--- src/design/lagrange_interp_nonuniform_assert.svh ---
// Assertion macros for the Lagrange interpolation block.
`ifndef LAGRANGE_INTERP_NONUNIFORM_ASSERT_SVH
`define LAGRANGE_INTERP_NONUNIFORM_ASSERT_SVH
`ifndef SYNTH
`define LGI_ASSERT_IMP(lbl, clk, rstn, ante, cons) \
    lbl: assert property (@(posedge clk) disable iff (!rstn) (ante) |-> (cons)) \
        else $error("lgi assertion failed");
`define LGI_ASSERT_NXT(lbl, clk, rstn, ante, cons) \
    lbl: assert property (@(posedge clk) disable iff (!rstn) (ante) |=> (cons)) \
        else $error("lgi assertion failed");
`else
`define LGI_ASSERT_IMP(lbl, clk, rstn, ante, cons)
`define LGI_ASSERT_NXT(lbl, clk, rstn, ante, cons)
`endif
`endif

--- src/design/lgi_pkg.sv ---
// Shared types and constants of the Lagrange interpolation block.
package lgi_pkg;

    localparam int LGI_MAX_KNOTS = 64;
    localparam int MIN_KNOTS     = 3;
    localparam int WIDE_W        = 128;
    localparam int FAC_W         = 33;
    localparam int QUO_W         = 64;

    localparam logic [WIDE_W-1:0] TERM_LIMIT = 128'h1 << 60;
    localparam logic signed [QUO_W-1:0] RES_MAX = 64'sh0000_0000_7FFF_FFFF;
    localparam logic signed [QUO_W-1:0] RES_MIN = -64'sh0000_0000_8000_0000;

    localparam logic REQ_LOAD  = 1'b0;
    localparam logic REQ_QUERY = 1'b1;

    localparam logic [1:0] ST_OK        = 2'd0;
    localparam logic [1:0] ST_BAD_ORDER = 2'd1;
    localparam logic [1:0] ST_SAT       = 2'd2;

    localparam logic [2:0] PTS3 = 3'd3;
    localparam logic [2:0] PTS4 = 3'd4;

    typedef struct packed {
        logic               req_type;
        logic [5:0]         knot_slot;
        logic signed [31:0] knot_pos;
        logic signed [31:0] knot_val;
        logic signed [31:0] query_pos;
        logic [1:0]         deriv_order;
    } lgi_in_t;

    typedef struct packed {
        logic signed [31:0] interp_result;
        logic [1:0]         status;
    } lgi_out_t;

    typedef struct packed {
        logic signed [31:0] pos;
        logic signed [31:0] val;
    } knot_entry_t;

    typedef enum logic [1:0] {
        OP_MUL = 2'd0,
        OP_ADD = 2'd1,
        OP_DIV = 2'd2
    } alu_op_e;

    typedef struct packed {
        logic    start;
        alu_op_e op;
    } alu_cmd_t;

    typedef struct packed {
        logic done;
        logic sat;
    } alu_sts_t;

endpackage

--- src/design/lgi_alu.sv ---
// Shared 128-bit arithmetic unit: serial multiply, registered add, restoring divide.
module lgi_alu import lgi_pkg::*; (
    input  logic                    clk,
    input  logic                    rstn,
    input  alu_cmd_t                cmd,
    input  logic [WIDE_W-1:0]       opa,
    input  logic signed [FAC_W-1:0] fac,
    input  logic [WIDE_W-1:0]       opd,
    output alu_sts_t                sts,
    output logic [WIDE_W-1:0]       prod,
    output logic signed [QUO_W-1:0] quot
);

    typedef enum logic [7:0] {
        PH_IDLE = 8'b0000_0001,
        PH_MUL  = 8'b0000_0010,
        PH_NEGN = 8'b0000_0100,
        PH_NEGD = 8'b0000_1000,
        PH_DIV  = 8'b0001_0000,
        PH_RND  = 8'b0010_0000,
        PH_INC  = 8'b0100_0000,
        PH_FIN  = 8'b1000_0000
    } phase_e;

    phase_e ph_reg, ph_next;
    logic [WIDE_W-1:0] acc_reg, acc_next;
    logic [WIDE_W-1:0] opa_reg, opa_next;
    logic [FAC_W-1:0]  fac_reg, fac_next;
    logic [WIDE_W-1:0] rem_reg, rem_next;
    logic [WIDE_W-1:0] den_reg, den_next;
    logic [6:0]        cnt_reg, cnt_next;
    logic              neg_reg, neg_next;
    logic              rup_reg, rup_next;
    logic              done_reg, done_next;
    logic              sat_reg, sat_next;
    logic signed [QUO_W-1:0] quo_reg, quo_next;

    logic [WIDE_W-1:0] add_x, add_y;
    logic              add_sub, add_cin;
    logic [WIDE_W:0]   add_full;
    logic              add_carry;
    logic [WIDE_W-1:0] mag;
    logic              over;

    // The one adder of the unit; with add_sub it subtracts, and its carry is "x >= y".
    assign add_full  = {1'b0, add_x} + {1'b0, (add_sub ? ~add_y : add_y)}
                     + {{WIDE_W{1'b0}}, (add_sub | add_cin)};
    assign add_carry = add_full[WIDE_W];

    assign over = acc_reg > TERM_LIMIT;
    assign mag  = over ? TERM_LIMIT : acc_reg;

    always_comb begin
        add_x   = opa;
        add_y   = opd;
        add_sub = 1'b0;
        add_cin = 1'b0;
        unique case (ph_reg)
            PH_IDLE: begin
                add_x = opa;
                add_y = opd;
            end
            PH_MUL: begin
                add_x   = acc_reg;
                add_y   = opa_reg;
                add_sub = cnt_reg == 7'(FAC_W - 1);
            end
            PH_NEGN: begin
                add_x   = '0;
                add_y   = opa_reg;
                add_sub = opa_reg[WIDE_W-1];
            end
            PH_NEGD: begin
                add_x   = '0;
                add_y   = den_reg;
                add_sub = den_reg[WIDE_W-1];
            end
            PH_DIV: begin
                add_x   = {rem_reg[WIDE_W-2:0], opa_reg[WIDE_W-1]};
                add_y   = den_reg;
                add_sub = 1'b1;
            end
            PH_RND: begin
                add_x   = {rem_reg[WIDE_W-2:0], 1'b0};
                add_y   = den_reg;
                add_sub = 1'b1;
            end
            PH_INC: begin
                add_x   = acc_reg;
                add_y   = '0;
                add_cin = rup_reg;
            end
            PH_FIN: begin
                add_x = acc_reg;
                add_y = '0;
            end
            default: begin
                add_x = opa;
            end
        endcase
    end

    always_comb begin
        ph_next   = ph_reg;
        acc_next  = acc_reg;
        opa_next  = opa_reg;
        fac_next  = fac_reg;
        rem_next  = rem_reg;
        den_next  = den_reg;
        cnt_next  = cnt_reg;
        neg_next  = neg_reg;
        rup_next  = rup_reg;
        sat_next  = sat_reg;
        quo_next  = quo_reg;
        done_next = 1'b0;
        unique case (ph_reg)
            PH_IDLE: begin
                if (cmd.start) begin
                    sat_next = 1'b0;
                    cnt_next = '0;
                    unique case (cmd.op)
                        OP_MUL: begin
                            acc_next = '0;
                            opa_next = opa;
                            fac_next = fac;
                            ph_next  = PH_MUL;
                        end
                        OP_ADD: begin
                            acc_next  = add_full[WIDE_W-1:0];
                            done_next = 1'b1;
                        end
                        OP_DIV: begin
                            opa_next = opa;
                            den_next = opd;
                            neg_next = opa[WIDE_W-1] ^ opd[WIDE_W-1];
                            ph_next  = PH_NEGN;
                        end
                        default: begin
                            done_next = 1'b1;
                        end
                    endcase
                end
            end
            PH_MUL: begin
                // Bit 32 of the factor carries negative weight.
                if (fac_reg[0]) begin
                    acc_next = add_full[WIDE_W-1:0];
                end
                opa_next = {opa_reg[WIDE_W-2:0], 1'b0};
                fac_next = {1'b0, fac_reg[FAC_W-1:1]};
                cnt_next = cnt_reg + 7'd1;
                if (cnt_reg == 7'(FAC_W - 1)) begin
                    done_next = 1'b1;
                    ph_next   = PH_IDLE;
                end
            end
            PH_NEGN: begin
                opa_next = add_full[WIDE_W-1:0];
                ph_next  = PH_NEGD;
            end
            PH_NEGD: begin
                den_next = add_full[WIDE_W-1:0];
                rem_next = '0;
                acc_next = '0;
                cnt_next = '0;
                ph_next  = PH_DIV;
            end
            PH_DIV: begin
                rem_next = add_carry ? add_full[WIDE_W-1:0] : add_x;
                acc_next = {acc_reg[WIDE_W-2:0], add_carry};
                opa_next = {opa_reg[WIDE_W-2:0], 1'b0};
                cnt_next = cnt_reg + 7'd1;
                if (cnt_reg == 7'(WIDE_W - 1)) begin
                    ph_next = PH_RND;
                end
            end
            PH_RND: begin
                // Round half away from zero: bump when twice the remainder reaches the divisor.
                rup_next = add_carry;
                ph_next  = PH_INC;
            end
            PH_INC: begin
                acc_next = add_full[WIDE_W-1:0];
                ph_next  = PH_FIN;
            end
            PH_FIN: begin
                sat_next  = over;
                quo_next  = neg_reg ? -$signed(mag[QUO_W-1:0]) : $signed(mag[QUO_W-1:0]);
                done_next = 1'b1;
                ph_next   = PH_IDLE;
            end
            default: begin
                ph_next = PH_IDLE;
            end
        endcase
    end

    always_ff @(posedge clk) begin
        if (!rstn) begin
            ph_reg   <= PH_IDLE;
            done_reg <= 1'b0;
        end else begin
            ph_reg   <= ph_next;
            done_reg <= done_next;
        end
    end

    always_ff @(posedge clk) begin
        acc_reg <= acc_next;
        opa_reg <= opa_next;
        fac_reg <= fac_next;
        rem_reg <= rem_next;
        den_reg <= den_next;
        cnt_reg <= cnt_next;
        neg_reg <= neg_next;
        rup_reg <= rup_next;
        sat_reg <= sat_next;
        quo_reg <= quo_next;
    end

    assign sts.done = done_reg;
    assign sts.sat  = sat_reg;
    assign prod     = acc_reg;
    assign quot     = quo_reg;

endmodule

--- config.mk ---
export PLATFORM = sky130hd
export DESIGN_NAME = lgi_alu
export DESIGN_NICKNAME = d
export VERILOG_FILES = /design/src/design/lagrange_interp_nonuniform_assert.svh /design/src/design/lgi_pkg.sv /design/src/design/lgi_alu.sv
export SDC_FILE = /design/constraint.sdc
export NUM_CORES = 2
export LEC_CHECK = 0
export BUFFER_PORTS_ARGS = -buffer_cell sky130_fd_sc_hd__buf_4
export CELL_PAD_IN_SITES_DETAIL_PLACEMENT = 1
export CELL_PAD_IN_SITES_GLOBAL_PLACEMENT = 1
export CORE_MARGIN = 2
export CORE_UTILIZATION = 47
export CTS_BUF_LIST = sky130_fd_sc_hd__clkbuf_8
export CTS_CLUSTER_DIAMETER = 80
export DETAILED_ROUTE_END_ITERATION = 8
export PLACE_DENSITY_LB_ADDON = 0.05
export SYNTH_ARGS = -nofsm -noshare
export SYNTH_HDL_FRONTEND = slang
export SYNTH_SLANG_ARGS = --single-unit
--- constraint.sdc ---
create_clock -name clk -period 16.3 [get_ports clk]
set_input_delay 3.26 -clock clk [delete_from_list [all_inputs] [get_ports clk]]
set_output_delay 3.26 -clock clk [all_outputs]
set_load 0.02 [all_outputs]
==> results.toml <==
[setup_path]
slowest_stage = "inv_6"
critPathMaxFanout = 124
startpoint_type = "flip-flop"
cp_slowest_stage_delay_ns = 0.70
crit_family = "simple AND/OR/NAND/NOR gates"
critical_path_class = "flip-flop to flip-flop"
critPathCaptureType = "flip-flop"
cp.required_ns = 16.95
worst-path-buf-inv = 6
crit_arrival_ns = 10.22
worst_path_most_repeated_cell = "buf_4"

[timing]
max_slew.worst_pin.slew_ns = 1.131
tns_ns = 0
post-route-period-util = 0.5872
fmax_mhz = 104.5
setup_viol = 0
fin_hold_ws_ns = 0.5178
rsz0062_at_grt = "false"
period_minus_slack_ns = 9.571
skew_ns = 0.04459
report.final.slew_viol_count = 0
final-hold-violation-count = 0
slew_headroom = 0.2459

[clock_network]
cts.path.max_buffers = 3
cts_root_buf = "clkbuf_8"
cts_max_level = 3
cts_made_buffers = 111
clk-insertion-delay-late_ns = 0.81
post-cts-setup-buffers = 0
tritoncts = "yes"
clock_sink_count = 627
cts.reportedPaths.clkPinSlew_ns = 0.06
hold_buffers = 0
ctsResizeCount = 0

[finish]
n_fill_cell = 10140
area_delta_synth_final_pct = 14.92
final_nets = 5258
drive_gt1_frac = 0.1510
multi_input_area_um2 = 21170
seq_area_um2 = 18740

[synthesis]
async_reset_ff_frac = 0
ys_types = 84
synth-main-ff-cell = "edfxtp_1"
syn_area_um2 = 41870
yosys_register_bits = 627
syn_inst = 4527
synth_top_area_frac = 0.4433
synth_nets = 4953
synthTopCellsByArea = "edfxtp_1, a222oi_1, o21ai_0"
ys_warn_count = 0
synth_edf_count = 618
syn_avg_cell_area_um2 = 9.248
yosysSeqAreaShare = 0.4476
post-synth-top-area-cell = "edfxtp_1"

[detailed_routing]
firstDrtPassIters = 9
vias_per_cell = 6.608
drtIter0Drc = 5125
drtAntennaViolNets = 0
drt_wl_total_um = 176700
drc = 12
vias = 40200
wire_per_inst_um = 29.05

[floorplanning]
rows = 109
die_w_um = 302.5
pin_count = 488
die_y_um = 302.5
start_util = 0.4737
die_area_um2 = 91480
core-area_um2 = 88370

[global_route]
grt_start_max_net_pins = 125
grt_antenna_before_repair = 8
overflow = 0
grt_pass1_wl_um = 260800
grt_pass1_vias = 40670
grt_use_total = 0.3768

[run_status]
violations = "design-rule violations"
outcome = "complete, but fails checks"

[power_and_ir_drop]
power_leakage_nw = 18.16
peakVddDrop_v = 0.00006262
power_density_nw_per_um2 = 95.06

[flow_run]
cap_violations = 0

[placement]
place_hpwl_um = 127500
portBuffers = 487
place.gp.congestion = 1.018

[worst_hold_path]
hp-class = "flip-flop to flip-flop"
per-stage QoR:
step | util | cells | worst slack (ns) | total power, mW | instance area, µm²
after floorplan | - | 4527 | 2.791 | 2.751 | 41870
after global placement | 0.5227 | 5884 | 7.226 | 3.182 | 46200
after detailed placement | 0.5227 | 5884 | 6.872 | 3.207 | 46200
after CTS | 0.5443 | 6078 | 6.832 | 4.562 | 48100
after global routing | 0.5443 | 6079 | 6.106 | 4.750 | 48100
final | 0.5444 | 6083 | 6.729 | 4.573 | 48110
path summary, 6_finish.rpt:
check / startpoint / end / slack [ns] / depth (start not counted)
worst min-delay path: fac_reg[13] / fac_reg[12] / 0.52 / 2
worst max-delay path: ph_reg[7] / rem_reg[68] / 6.73 / 27
worst max register to register: ph_reg[7] / rem_reg[68] / 6.73 / 27
worst min register to register: fac_reg[13] / fac_reg[12] / 0.52 / 2
tightest hold or removal path: cells and delay by family, from the launching register on:
family / cells / cell delay (ns)
AND/OR/NAND/NOR: 2 / 0.09
flip-flops: 1 / 0.32
cell usage in the layout (no fill, tap or decap), drive strengths merged, types with 20 or more instances in the layout:
cell      n
ha      130
mux2     23
nand3    43
a22oi   126
nand4    60
a211oi   21
nor2    405
buf     546
nor4     44
xnor2   136
o21bai   37
edfxtp  618
clkinv   28
a222oi  254
clkbuf  113
nor3     65
a21o     47
inv     233
o21a     20
o21ai   495
xor2    248
nand2   586
a21oi   343
o31ai    29
routing by layer:
metal | up-vias | wire length (µm) | global-route usage
li1 | 17640 | - | -
met2 | 2237 | 83300 | 0.6205
met3 | 426 | 16860 | 0.06652
met5 | - | 67 | 0
met1 | 19880 | 67280 | 0.4758
met4 | 10 | 9210 | 0.1956
area by class of cell:
class,count,share of cell area
multi-input cells,3363,0.4399
flip-flops and latches,627,0.3895
repair buffers,546,0.08598
clock buffers,113,0.03233
well taps,1165,0.03030
inverters,183,0.01449
clock inverters,81,0.007256
diodes,5,0.0002601
power by group:
group          switching [mW]  internal (mW)
Sequential             0.0956           1.88
Clock                   0.724          0.637
Combinational           0.815          0.417
Total                    1.63           2.94
cells by family (layout without fill, tap and decap cells):
family          Yosys count  after routing  synth area share
flops                   627            627            0.4476
xor+xnor                384            384           0.08033
simple gates           1314           1314            0.1365
mux                      23             23          0.006187
compound gates         1510           1510            0.2400
buf+inv                 537            923           0.04958
fa+ha+maj               132            132           0.03981
other cells               0              5                 0
synth_stat cells, types with 17 or more instances:
master / number
o21a_1: 20
nand3_1: 43
mux2_2: 22
o21ai_0: 481
clkbuf_1: 303
ha_1: 130
nand2_1: 586
o31ai_1: 29
a22oi_1: 126
nor3_1: 63
inv_1: 182
xor2_1: 248
edfxtp_1: 618
a21o_1: 47
a222oi_1: 254
nor4_1: 43
buf_1: 17
a211oi_1: 21
nor2_1: 404
nand4_1: 60
xnor2_1: 136
a22o_1: 17
o21bai_1: 37
buf_2: 23
a21oi_1: 343
Power figures use the tool's default switching activity.
